==> src/rtl/core/sdd_pkg.sv <==
package sdd_pkg;

    // Depth of the queue between the front and the back.
    localparam int QDEPTH = 4;
    localparam int QPTR_W = 2;

    localparam logic [1:0] MODE_BYTE   = 2'd0;
    localparam logic [1:0] MODE_SCAN   = 2'd1;
    localparam logic [1:0] MODE_SCROLL = 2'd2;

    localparam logic [7:0] CHAR_LEFT  = 8'h3C;
    localparam logic [7:0] CHAR_RIGHT = 8'h3E;
    localparam logic [7:0] CHAR_CR    = 8'h0D;
    localparam logic [7:0] CHAR_LF    = 8'h0A;
    localparam logic [7:0] CHAR_ZERO  = 8'h30;
    localparam logic [7:0] CHAR_NINE  = 8'h39;

    localparam logic [7:0] SEG_BLANK = 8'hFF;

    typedef enum logic [2:0] {
        OP_LEFT   = 3'd0,
        OP_RIGHT  = 3'd1,
        OP_EOL    = 3'd2,
        OP_DIGIT  = 3'd3,
        OP_SCAN   = 3'd4,
        OP_SCROLL = 3'd5
    } op_code_t;

    typedef struct packed {
        op_code_t    code;
        logic [3:0]  digit;
    } op_t;

    typedef struct packed {
        logic empty;
        logic full;
    } q_status_t;

    typedef struct packed {
        logic busy;
        logic overflow;
    } back_status_t;

    // Active-low seven-segment code of a decimal digit.
    function automatic logic [7:0] seg_code(input logic [3:0] d);
        logic [7:0] s;
        case (d)
            4'd0:    s = 8'hC0;
            4'd1:    s = 8'hF9;
            4'd2:    s = 8'hA4;
            4'd3:    s = 8'hB0;
            4'd4:    s = 8'h99;
            4'd5:    s = 8'h92;
            4'd6:    s = 8'h82;
            4'd7:    s = 8'hF8;
            4'd8:    s = 8'h80;
            4'd9:    s = 8'h90;
            default: s = SEG_BLANK;
        endcase
        return s;
    endfunction

endpackage

==> src/rtl/core/scrolling_digit_display.sv <==
// A scan beat is queued at the accepting edge and moved into the back end's output register
// when it is popped; the pop waits while the output register holds an untaken result.
// One beat per cycle for bytes and scans while the queue has room and the back end is free;
// a scroll beat with scrolling on holds the back end for the pop and the refill, one cell per cycle.
// Reset: synchronous, active low; clears control state and blanks all cells.
// The digit entry store is not cleared.
module scrolling_digit_display #(
    parameter int MAX_DIGITS = 10,
    parameter int CELLS      = 8
) (
    input  logic       aclk,
    input  logic       aresetn,
    input  logic       s_valid,
    output logic       s_ready,
    input  logic [1:0] s_mode,
    input  logic [7:0] s_rx_char,
    output logic       m_valid,
    input  logic       m_ready,
    output logic [7:0] m_segments,
    output logic [7:0] m_digit_enable,
    output logic       m_overflow
);
    import sdd_pkg::*;

    logic         push;
    op_t          push_op;
    logic         pop;
    op_t          head_op;
    q_status_t    q_status;
    back_status_t back_status;

    sdd_front u_front (
        .s_valid   (s_valid),
        .s_ready   (s_ready),
        .s_mode    (s_mode),
        .s_rx_char (s_rx_char),
        .q_status  (q_status),
        .push      (push),
        .push_op   (push_op)
    );

    sdd_queue u_queue (
        .aclk     (aclk),
        .aresetn  (aresetn),
        .push     (push),
        .push_op  (push_op),
        .pop      (pop),
        .head_op  (head_op),
        .q_status (q_status)
    );

    sdd_back #(
        .MAX_DIGITS (MAX_DIGITS),
        .CELLS      (CELLS)
    ) u_back (
        .aclk           (aclk),
        .aresetn        (aresetn),
        .head_op        (head_op),
        .q_status       (q_status),
        .pop            (pop),
        .m_valid        (m_valid),
        .m_ready        (m_ready),
        .m_segments     (m_segments),
        .m_digit_enable (m_digit_enable),
        .m_overflow     (m_overflow),
        .back_status    (back_status)
    );

`ifndef ASSERT_OFF
    a_pop_nonempty: assert property (@(posedge aclk) disable iff (!aresetn)
        pop |-> !q_status.empty)
        else $error("queue popped while empty");

    a_no_pop_in_fill: assert property (@(posedge aclk) disable iff (!aresetn)
        back_status.busy |-> !pop)
        else $error("queue popped during cell refill");

    a_overflow_sticky: assert property (@(posedge aclk) disable iff (!aresetn)
        back_status.overflow |=> back_status.overflow)
        else $error("overflow flag cleared without reset");

    a_enable_onehot: assert property (@(posedge aclk) disable iff (!aresetn)
        m_valid |-> $onehot0(m_digit_enable))
        else $error("digit enable has more than one bit set");
`endif

endmodule

==> src/rtl/core/sdd_front.sv <==
module sdd_front (
    input  logic                s_valid,
    output logic                s_ready,
    input  logic [1:0]          s_mode,
    input  logic [7:0]          s_rx_char,
    input  sdd_pkg::q_status_t  q_status,
    output logic                push,
    output sdd_pkg::op_t        push_op
);
    import sdd_pkg::*;

    logic keep;

    assign s_ready = !q_status.full;

    // Bytes other than the arrows, CR, LF and digits, and the spare mode, are dropped here and never queued.
    always_comb begin
        keep          = 1'b0;
        push_op.code  = OP_SCAN;
        push_op.digit = 4'd0;
        case (s_mode)
            MODE_BYTE: begin
                case (s_rx_char) inside
                    CHAR_LEFT: begin
                        keep         = 1'b1;
                        push_op.code = OP_LEFT;
                    end
                    CHAR_RIGHT: begin
                        keep         = 1'b1;
                        push_op.code = OP_RIGHT;
                    end
                    CHAR_CR, CHAR_LF: begin
                        keep         = 1'b1;
                        push_op.code = OP_EOL;
                    end
                    [CHAR_ZERO:CHAR_NINE]: begin
                        keep          = 1'b1;
                        push_op.code  = OP_DIGIT;
                        push_op.digit = s_rx_char[3:0];
                    end
                    default: keep = 1'b0;
                endcase
            end
            MODE_SCAN: begin
                keep         = 1'b1;
                push_op.code = OP_SCAN;
            end
            MODE_SCROLL: begin
                keep         = 1'b1;
                push_op.code = OP_SCROLL;
            end
            default: keep = 1'b0;
        endcase
    end

    assign push = s_valid && s_ready && keep;

endmodule

==> src/rtl/core/sdd_queue.sv <==
module sdd_queue (
    input  logic                aclk,
    input  logic                aresetn,
    input  logic                push,
    input  sdd_pkg::op_t        push_op,
    input  logic                pop,
    output sdd_pkg::op_t        head_op,
    output sdd_pkg::q_status_t  q_status
);
    import sdd_pkg::*;

    op_t               mem_reg [QDEPTH];
    logic [QPTR_W-1:0] wr_ptr_reg, wr_ptr_next;
    logic [QPTR_W-1:0] rd_ptr_reg, rd_ptr_next;
    logic [QPTR_W:0]   cnt_reg, cnt_next;

    always_comb begin
        wr_ptr_next = push ? wr_ptr_reg + 1'b1 : wr_ptr_reg;
        rd_ptr_next = pop  ? rd_ptr_reg + 1'b1 : rd_ptr_reg;
        cnt_next    = cnt_reg;
        if (push && !pop) begin
            cnt_next = cnt_reg + 1'b1;
        end else if (pop && !push) begin
            cnt_next = cnt_reg - 1'b1;
        end
    end

    always_ff @(posedge aclk) begin
        if (!aresetn) begin
            wr_ptr_reg <= '0;
            rd_ptr_reg <= '0;
            cnt_reg    <= '0;
        end else begin
            wr_ptr_reg <= wr_ptr_next;
            rd_ptr_reg <= rd_ptr_next;
            cnt_reg    <= cnt_next;
        end
    end

    always_ff @(posedge aclk) begin
        if (push) begin
            mem_reg[wr_ptr_reg] <= push_op;
        end
    end

    assign head_op        = mem_reg[rd_ptr_reg];
    assign q_status.empty = (cnt_reg == '0);
    assign q_status.full  = (cnt_reg == (QPTR_W+1)'(QDEPTH));

endmodule

==> src/rtl/core/sdd_back.sv <==
module sdd_back #(
    parameter int MAX_DIGITS = 10,
    parameter int CELLS      = 8
) (
    input  logic                   aclk,
    input  logic                   aresetn,
    input  sdd_pkg::op_t           head_op,
    input  sdd_pkg::q_status_t     q_status,
    output logic                   pop,
    output logic                   m_valid,
    input  logic                   m_ready,
    output logic [7:0]             m_segments,
    output logic [7:0]             m_digit_enable,
    output logic                   m_overflow,
    output sdd_pkg::back_status_t  back_status
);
    import sdd_pkg::*;

    localparam int IDX_W  = (MAX_DIGITS > 1) ? $clog2(MAX_DIGITS) : 1;
    localparam int CNT_W  = $clog2(MAX_DIGITS + 1);
    localparam int POS_W  = $clog2(MAX_DIGITS + 3);
    localparam int SCAN_W = $clog2(CELLS);

    typedef enum logic [1:0] {
        ST_RUN  = 2'b01,
        ST_FILL = 2'b10
    } back_state_t;

    back_state_t       state_reg, state_next;
    logic [3:0]        entry_reg [MAX_DIGITS];
    logic              entry_we;
    logic [IDX_W-1:0]  entry_wa;
    logic [3:0]        entry_wd;
    logic [CNT_W-1:0]  count_reg, count_next;
    logic [CNT_W-1:0]  shown_reg, shown_next;
    logic [POS_W-1:0]  wstart_reg, wstart_next;
    logic              left_reg, left_next;
    logic              scroll_on_reg, scroll_on_next;
    logic [7:0]        cell_reg [CELLS];
    logic [7:0]        cell_next [CELLS];
    logic [SCAN_W-1:0] scan_reg, scan_next;
    logic              ovf_reg, ovf_next;
    logic [POS_W-1:0]  pos_reg, pos_next;
    logic [SCAN_W-1:0] fill_reg, fill_next;
    logic              m_valid_reg, m_valid_next;
    logic [7:0]        m_seg_reg, m_seg_next;
    logic [7:0]        m_en_reg, m_en_next;
    logic              m_ovf_reg, m_ovf_next;
    logic [POS_W-1:0]  text_len;
    logic [POS_W-1:0]  pos_inc;
    logic [7:0]        fill_pat;
    logic [7:0]        en_vec;
    logic              out_free;

    assign out_free = !m_valid_reg || m_ready;
    assign pop      = (state_reg == ST_RUN) && !q_status.empty
                      && ((head_op.code != OP_SCAN) || out_free);

    // The text is the latched digits followed by two blank cells.
    assign text_len = POS_W'(shown_reg) + POS_W'(2);
    assign pos_inc  = pos_reg + 1'b1;
    assign fill_pat = (pos_reg < POS_W'(shown_reg))
                      ? seg_code(entry_reg[pos_reg[IDX_W-1:0]]) : SEG_BLANK;

    // Cells beyond the eighth have no enable bit.
    always_comb begin
        for (int b = 0; b < 8; b++) begin
            en_vec[b] = (int'(scan_reg) == b);
        end
    end

    always_comb begin
        state_next     = state_reg;
        count_next     = count_reg;
        shown_next     = shown_reg;
        wstart_next    = wstart_reg;
        left_next      = left_reg;
        scroll_on_next = scroll_on_reg;
        cell_next      = cell_reg;
        scan_next      = scan_reg;
        ovf_next       = ovf_reg;
        pos_next       = pos_reg;
        fill_next      = fill_reg;
        m_valid_next   = m_valid_reg && !m_ready;
        m_seg_next     = m_seg_reg;
        m_en_next      = m_en_reg;
        m_ovf_next     = m_ovf_reg;
        entry_we       = 1'b0;
        entry_wa       = count_reg[IDX_W-1:0];
        entry_wd       = head_op.digit;
        case (state_reg)
            ST_RUN: begin
                if (pop) begin
                    case (head_op.code)
                        OP_LEFT:  left_next = 1'b1;
                        OP_RIGHT: left_next = 1'b0;
                        OP_EOL: begin
                            if (count_reg != '0) begin
                                shown_next     = count_reg;
                                wstart_next    = '0;
                                scroll_on_next = 1'b1;
                            end
                            count_next = '0;
                        end
                        OP_DIGIT: begin
                            if (count_reg < CNT_W'(MAX_DIGITS)) begin
                                entry_we   = 1'b1;
                                count_next = count_reg + 1'b1;
                                for (int j = 0; j < CELLS - 1; j++) begin
                                    cell_next[j] = cell_reg[j+1];
                                end
                                cell_next[CELLS-1] = seg_code(head_op.digit);
                            end else begin
                                ovf_next = 1'b1;
                            end
                        end
                        OP_SCAN: begin
                            m_valid_next = 1'b1;
                            m_seg_next   = cell_reg[scan_reg];
                            m_en_next    = en_vec;
                            m_ovf_next   = ovf_reg;
                            scan_next    = (scan_reg == SCAN_W'(CELLS - 1))
                                           ? '0 : scan_reg + 1'b1;
                        end
                        OP_SCROLL: begin
                            if (scroll_on_reg) begin
                                pos_next   = wstart_reg;
                                fill_next  = '0;
                                state_next = ST_FILL;
                            end
                        end
                        default: ;
                    endcase
                end
            end
            ST_FILL: begin
                // One cell per cycle, the window position walking with wrap.
                cell_next[fill_reg] = fill_pat;
                pos_next  = (pos_inc == text_len) ? '0 : pos_inc;
                fill_next = fill_reg + 1'b1;
                if (fill_reg == SCAN_W'(CELLS - 1)) begin
                    state_next = ST_RUN;
                    if (left_reg) begin
                        wstart_next = (wstart_reg == '0) ? text_len - 1'b1
                                                          : wstart_reg - 1'b1;
                    end else begin
                        wstart_next = (wstart_reg + 1'b1 == text_len)
                                      ? '0 : wstart_reg + 1'b1;
                    end
                end
            end
            default: state_next = ST_RUN;
        endcase
    end

    always_ff @(posedge aclk) begin
        if (!aresetn) begin
            state_reg     <= ST_RUN;
            count_reg     <= '0;
            shown_reg     <= '0;
            wstart_reg    <= '0;
            left_reg      <= 1'b0;
            scroll_on_reg <= 1'b0;
            scan_reg      <= '0;
            ovf_reg       <= 1'b0;
            pos_reg       <= '0;
            fill_reg      <= '0;
            m_valid_reg   <= 1'b0;
            for (int c = 0; c < CELLS; c++) begin
                cell_reg[c] <= SEG_BLANK;
            end
        end else begin
            state_reg     <= state_next;
            count_reg     <= count_next;
            shown_reg     <= shown_next;
            wstart_reg    <= wstart_next;
            left_reg      <= left_next;
            scroll_on_reg <= scroll_on_next;
            scan_reg      <= scan_next;
            ovf_reg       <= ovf_next;
            pos_reg       <= pos_next;
            fill_reg      <= fill_next;
            m_valid_reg   <= m_valid_next;
            cell_reg      <= cell_next;
        end
    end

    always_ff @(posedge aclk) begin
        m_seg_reg <= m_seg_next;
        m_en_reg  <= m_en_next;
        m_ovf_reg <= m_ovf_next;
        if (entry_we) begin
            entry_reg[entry_wa] <= entry_wd;
        end
    end

    assign m_valid              = m_valid_reg;
    assign m_segments           = m_seg_reg;
    assign m_digit_enable       = m_en_reg;
    assign m_overflow           = m_ovf_reg;
    assign back_status.busy     = (state_reg == ST_FILL);
    assign back_status.overflow = ovf_reg;

endmodule

==> config.mk <==
export PLATFORM = sky130hd
export DESIGN_NAME = scrolling_digit_display
export DESIGN_NICKNAME = d
export VERILOG_FILES = /design/src/rtl/core/sdd_pkg.sv /design/src/rtl/core/scrolling_digit_display.sv /design/src/rtl/core/sdd_front.sv /design/src/rtl/core/sdd_queue.sv /design/src/rtl/core/sdd_back.sv
export SDC_FILE = /design/constraint.sdc
export NUM_CORES = 1
export LEC_CHECK = 0
export BUFFER_PORTS_ARGS = -buffer_cell sky130_fd_sc_hd__buf_2
export CORE_ASPECT_RATIO = 0.5
export CORE_UTILIZATION = 55
export DETAILED_ROUTE_END_ITERATION = 16
export PLACE_DENSITY = 0.83
export REMOVE_ABC_BUFFERS = 1
export SYNTH_ARGS = -nofsm -noshare
export SYNTH_HDL_FRONTEND = slang
export SYNTH_SLANG_ARGS = --single-unit
==> constraint.sdc <==
create_clock -name aclk -period 4.2 [get_ports aclk]
set_input_delay 0.84 -clock aclk [delete_from_list [all_inputs] [get_ports aclk]]
set_output_delay 0.84 -clock aclk [all_outputs]
set_load 0.02 [all_outputs]
=== After elaboration in Yosys (flattened, before gate mapping) ===
Memories as Yosys holds them, arrays and structs flattened. A register that Yosys moved wholly into a read port is not among the register bits.
Index checks and enable logic that the tools add are counted.

* $lt $le $gt $ge: 7
* Equality and inequality tests: 35
* Add/subtract/negate cells: 12
* Shift-type cells: 0
* Muxes and demuxes: 69
* Multipliers: 0
* Divide/modulo/power cells: 0
* Bitwise gates (word level): 3
* Reduce and logical (&&, ||, !) cells: 38

{| class="wikitable"
|+ Operators with widths
! kind !! count
|-
| 64-bit two-way mux || 3
|-
| 64-bit case mux with 2 select lines || 1
|-
| 4-bit two-way mux || 19
|-
| 64-bit bitwise mux || 1
|-
| 8-bit two-way mux || 4
|-
| 3-bit two-way mux || 10
|-
| 3-bit == test (second input constant) || 9
|-
| 8-bit binary-select mux with 3-bit select || 1
|-
| 8-bit demux with 3-bit select || 1
|-
| 4-bit case mux with 2 select lines || 3
|-
| 4-bit AND reduction || 6
|-
| 8-bit by 4-bit == test with 1-bit output (second input constant) || 2
|-
| 8-bit by 6-bit == test with 1-bit output (second input constant) || 2
|-
| 1-bit two-way mux || 15
|-
| 4-bit by 1-bit adder with 4-bit output (second input constant) || 3
|-
| 3-bit by 2-bit == test with 1-bit output (second input constant) || 4
|-
| 2-bit two-way mux || 6
|-
| 2-bit inequality test (second input constant) || 6
|-
| 3-bit case mux with 2 select lines || 2
|-
| 3-bit by 1-bit adder with 3-bit output (second input constant) || 3
|-
| 1-bit logical AND || 9
|-
| 3-bit logical NOT || 3
|-
| 4-bit == test || 2
|-
| 4-bit >= comparator (second input constant) || 2
|-
| 27 further kinds || 47
|}

* Bits of input ports: 14
* Bits in writable memories: 68
* Bits in latches: 0
* Bits in read-only memories: 224
* Logic and storage cells: 193
* Register bits after elaboration: 116
* Memories kept: 4
* Output and inout bits: 19

{| class="wikitable"
|+ Memories
! name !! depth !! bits a word !! read ports !! clocked after Yosys merged registers in !! write ports !! RTL line !! text
|-
| (name not given) || 16 || 7 || 1 || 0 || 0 || sdd_pkg.sv:47 || <nowiki>case (d)</nowiki>
|-
| (name not given) || 16 || 7 || 1 || 0 || 0 || sdd_pkg.sv:47 ||
|-
| u_back.entry_reg || 10 || 4 || 1 || 1 || 1 || sdd_back.sv:30 || <nowiki>logic [3:0] entry_reg [MAX_DIGITS];</nowiki>
|-
| u_queue.mem_reg || 4 || 7 || 1 || 1 || 1 || sdd_queue.sv:12 || <nowiki>op_t mem_reg [QDEPTH];</nowiki>
|}

=== Depth between registers and ports, before layout ===
* Word-level depth: 12
* Gate-level depth with buffers: 12

=== By module ===
From an unflattened synthesis, not the netlist that was laid out.

* Cell total of the unflattened synthesis: 885
* Area, all modules: 9547.9 sq um

{| class="wikitable"
|+ Modules (own cells, without submodules)
! module !! times used !! cells each !! area each (sq um) !! sequential area each (sq um)
|-
| sdd_back || 1 || 769 || 7835.0 || 3633.5
|-
| sdd_queue || 1 || 80 || 1458.9 || 1021.0
|-
| sdd_front || 1 || 36 || 254.0 || 0.0
|}

=== Worst setup path after synthesis ===
OpenSTA, ideal clock, no wires.

* Path type: input port to flip-flop
* Start point: input s_rx_char[7]
* End point: register u_queue.cnt_reg[2]
* Buffers on the path: 0
* Path slack: 0.911 ns
* Arrival time: 3.218 ns
* Stages: 11
* Setup time: 0.071 ns
* Cells stage by stage: nor4bb_1 nand2_1 a2111oi_0 a21oi_1 nand2_1 ha_1 inv_1 fa_1 xor2_1 or3_1 a21oi_1

* Cells in the longest elaborated chain, start to end: 11

{| class="wikitable"
|+ Ends and longest elaborated chain
! element !! RTL line !! text
|-
| start: declaration || scrolling_digit_display.sv:16 || <nowiki>input logic [7:0] s_rx_char,</nowiki>
|-
| 8-bit by 6-bit >= comparator with 1-bit output (no line) or 8-bit by 6-bit <= comparator with 1-bit output (tied branches) || -- ||
|-
| 1-bit logical AND (no line) || -- ||
|-
| 1-bit two-way mux (3 in a row) || sdd_front.sv:23 || <nowiki>case (s_rx_char) inside</nowiki>
|-
| 1-bit two-way mux * || sdd_front.sv:23 ||
|-
| 1-bit case mux with 2 select lines * || sdd_front.sv:21 || <nowiki>case (s_mode)</nowiki>
|-
| 1-bit logical AND * || sdd_front.sv:56 || <nowiki>assign push = s_valid && s_ready && keep;</nowiki>
|-
| named net push || scrolling_digit_display.sv:25 || <nowiki>logic push;</nowiki>
|-
| 1-bit logical NOT || sdd_queue.sv:23 || <nowiki>end else if (pop && !push) begin</nowiki>
|-
| 1-bit logical AND || sdd_queue.sv:23 ||
|-
| 2-bit nonzero test (no line) || -- ||
|-
| end signal: assignment || sdd_queue.sv:36 || <nowiki>cnt_reg <= cnt_next;</nowiki>
|-
| end: declaration || sdd_queue.sv:15 || <nowiki>logic [QPTR_W:0] cnt_reg, cnt_next;</nowiki>
|}

The timed path passes the listed nets; every way through them passes the cells marked *.
A chain may end at the register's enable or synchronous reset.

==> results by group <==
Outcome
  – Status: completed

Yosys
  – Dominant cells by area after synthesis: edfxtp_1, dfxtp_1, ha_1
  – Count of different cell masters after synthesis: 78
  – Ys flop type: dfxtp_1
  – Post-synthesis cell count: 907
  – Area leader, netlist: edfxtp_1
  – Yosys reg bits: 190
  – Fraction of synthesized area in multiplexers: 10.3%
  – Synth Area in Adders: 5.47%
  – Post-synth EDFFs: 85
  – Main combinational cell family by area after synthesis: compound AO/OA/AOI/OAI gates
  – Synth async-reset ratio: 0%
  – Top post-synthesis cells by count: dfxtp_1, nand2_1, edfxtp_1
  – Most common cell in the synthesized netlist: dfxtp_1
  – Seq/Total Area, Yosys: 47.8%
  – Synth Cell Area: 0.00974 mm2
  – Post-synth top area share: 26.2%
  – Simple-gate share of the synthesized area: 13.8%
  – Syn_area_per_cell: 10.7 um2
  – Compound-Gate Fraction of Synth Area: 16.9%
  – Post-Synth XOR/XNOR Area: 1.91%
  – Ys Warns: 0

Hold path
  – Hold WC Path Type: flop to flop
  – Worst Hold Depth: 0

Critical path
  – CP Class: flop to flop
  – CP Capture Type: flop
  – Crit path launch type: flop
  – R2R depth: 9
  – Data required time of the worst path: 4.52 ns
  – CP Data Arrival Time: 3.78 ns
  – Crit-path max FO: 7

Power and ir drop
  – Pwr dens: 458 mW/mm2
  – Total leakage power: 3.75 nW
  – Clock power frac: 33.1%
  – Sw power: 1.51 mW
  – Maximum vdd drop: 0.309 mV
  – Internal power: 3.35 mW
  – Seq pwr share: 46.5%
  – Combinational Power Share: 20.5%
  – Switch share: 31.2%

Finish
  – Proportion of layout cells with a drive suffix above 1: 12.0%
  – Area occupied by multi-input gates: 0.00470 mm2
  – ANT cells: 0
  – Post-route insts no fill: 1,158
  – P&R area growth vs syn: 8.89%
  – Final net count: 974
  – Layout fillers: 1,296
  – Max reg flops: 64
  – Register area: 0.00465 mm2

Route
  – DRC viols: 0
  – Vias: 7,175
  – Drt total wl: 21,300 um
  – Iter 0 DRT Violations: 594
  – DR WL/cell: 18.4 um
  – Vias per cell: 6.20
  – Antenna viol nets, final: 0
  – DRT Pass-1 Iters: 7

Floorplanning
  – Chip Width: 190 um
  – Row cnt: 33
  – I/O Pins: 33
  – CORE AREA: 0.0168 mm2
  – Die area: 0.0183 mm2
  – Die height: 96.1 um
  – Starting Density: 57.8%

Clock network
  – TritonCTS buffer count: 17
  – Hold_buf cts: 0
  – Sink Count: 190
  – Clock Pin Slew Worst Setup and Hold Paths: 0.08 ns
  – H-tree Lvls: 4
  – Clock latency on the worst-skew pair: 0.44 ns
  – CTS tree: done
  – CTS Buffer Depth: 2
  – Post-CTS Setup Inserts: 0
  – Root Buffer: clkbuf_16
  – # resized after CTS: 0

Placement
  – RePlAce Congestion: 0.893
  – Final HPWL DP: 14,800 um
  – Cell count after placement: 1,126
  – Port bufs: 32

Global route
  – Largest net degree at the start of global routing: 56
  – Tot GR Track Use: 24.3%
  – Initial antenna violation count: 0
  – Total grt overflow: 0
  – First-pass GRT wire length: 34,300 um
  – Vias in the first global route: 6,784

Timing
  – Final Setup Violations: 0
  – Part of the cycle the worst path needs: 82.4%
  – Worst slew pin tran: 1.20 ns
  – Min Tclk post-route: 3.46 ns
  – F_max: 289 MHz
  – Final hold violations: 0
  – Setup TNS: 0 ns
  – Final Max Slew Viols: 0
  – RSZ-0062 raised after global routing: no
  – Relative slew slack: 19.6%
  – Clock Skews: 0.0134 ns
  – Hold_ws: 0.469 ns

Run
  – Max Cap Viol: 0
[layout by cell type (no fill, tap or decap), types with 8 or more instances in the layout]
cell       count
a211oi_1      11
a21o_1         8
a21oi_1       46
a2bb2oi_1     14
and2_1        20
and3_1        14
buf_2         32
buf_4          9
clkbuf_16     17
dfxtp_1      105
edfxtp_1      85
ha_1          41
inv_1         40
mux2i_1       30
mux4_2        22
nand2_1       90
nand2b_1      12
nand3_1       19
nor2_1        58
nor2b_1       19
nor3_1         9
o211ai_1      21
o21ai_0       33
o221ai_1      11
o22ai_1       24
xnor2_1        8
xor2_1         8
[worst paths after layout]
| kind | startpoint | endpoint | slack (ns) |
|---|---|---|---|
| setup / recovery | flop | u_back.cell_reg[62] | 0.74 |
| hold / removal | u_back.ovf_reg | u_back.m_overflow | 0.47 |
| setup reg to reg | flop | u_back.cell_reg[62] | 0.74 |
| hold reg to reg | u_back.ovf_reg | u_back.m_overflow | 0.47 |
[cell families after synthesis]
family	after synthesis
AOI/OAI and AO/OA	234
xor gates and xnor gates	18
adders and majority gates	42
buffers and inverters	90
DFF	190
muxes	62
and+or+nand+nor	271
[through the flow]
stage / worst slack [ns] / cell area [um2] / util, % / power [mW]
6_report: 0.740 / 10600 / 63.0 / 4.86
5_1_grt: 0.559 / 10600 / 63.0 / 5.06
4_1_cts: 0.716 / 10600 / 63.0 / 4.86
3_5_place_dp: 0.446 / 10000 / 59.5 / 3.28
3_3_place_gp: 0.627 / 10000 / 59.5 / 3.24
2_1_floorplan: 0.697 / 9510 / - / 2.99
[per-layer routing]
metal | share of wire [%] | track usage, % | routed length [um]
met3 | 4.8 | 4.67 | 1020
met1 | 46 | 30.7 | 9690
met5 | 0 | 0 | 0
met4 | 2.1 | 9.13 | 443
met2 | 48 | 42.1 | 10100
[critical path, stage by stage, from the launching register on]
cell	delay, ns
dfxtp_1	0.56
mux4_2	0.56
mux2_2	0.29
o21ai_0	0.35
inv_1	0.12
ha_1	0.21
or3_1	0.35
and3_1	0.22
o211a_1	0.32
a221o_1	0.36
[power by group through the flow]
stage	combinational [mW]	clock, mW	sequential [mW]
2_1_floorplan	0.680	0	2.31
3_3_place_gp	0.951	0	2.29
3_5_place_dp	0.984	0	2.30
4_1_cts	0.991	1.61	2.26
5_1_grt	1.10	1.69	2.28
6_report	0.994	1.61	2.26
[layout make-up]
cell class,count,area share (%)
multi-input cells,627,44.3
flip-flops and latches,190,43.9
clock buffers,18,4.05
well taps,227,2.68
repair buffers,41,2.15
clock inverters,14,1.47
inverters,41,1.45
Power figures use the tool's default switching activity.
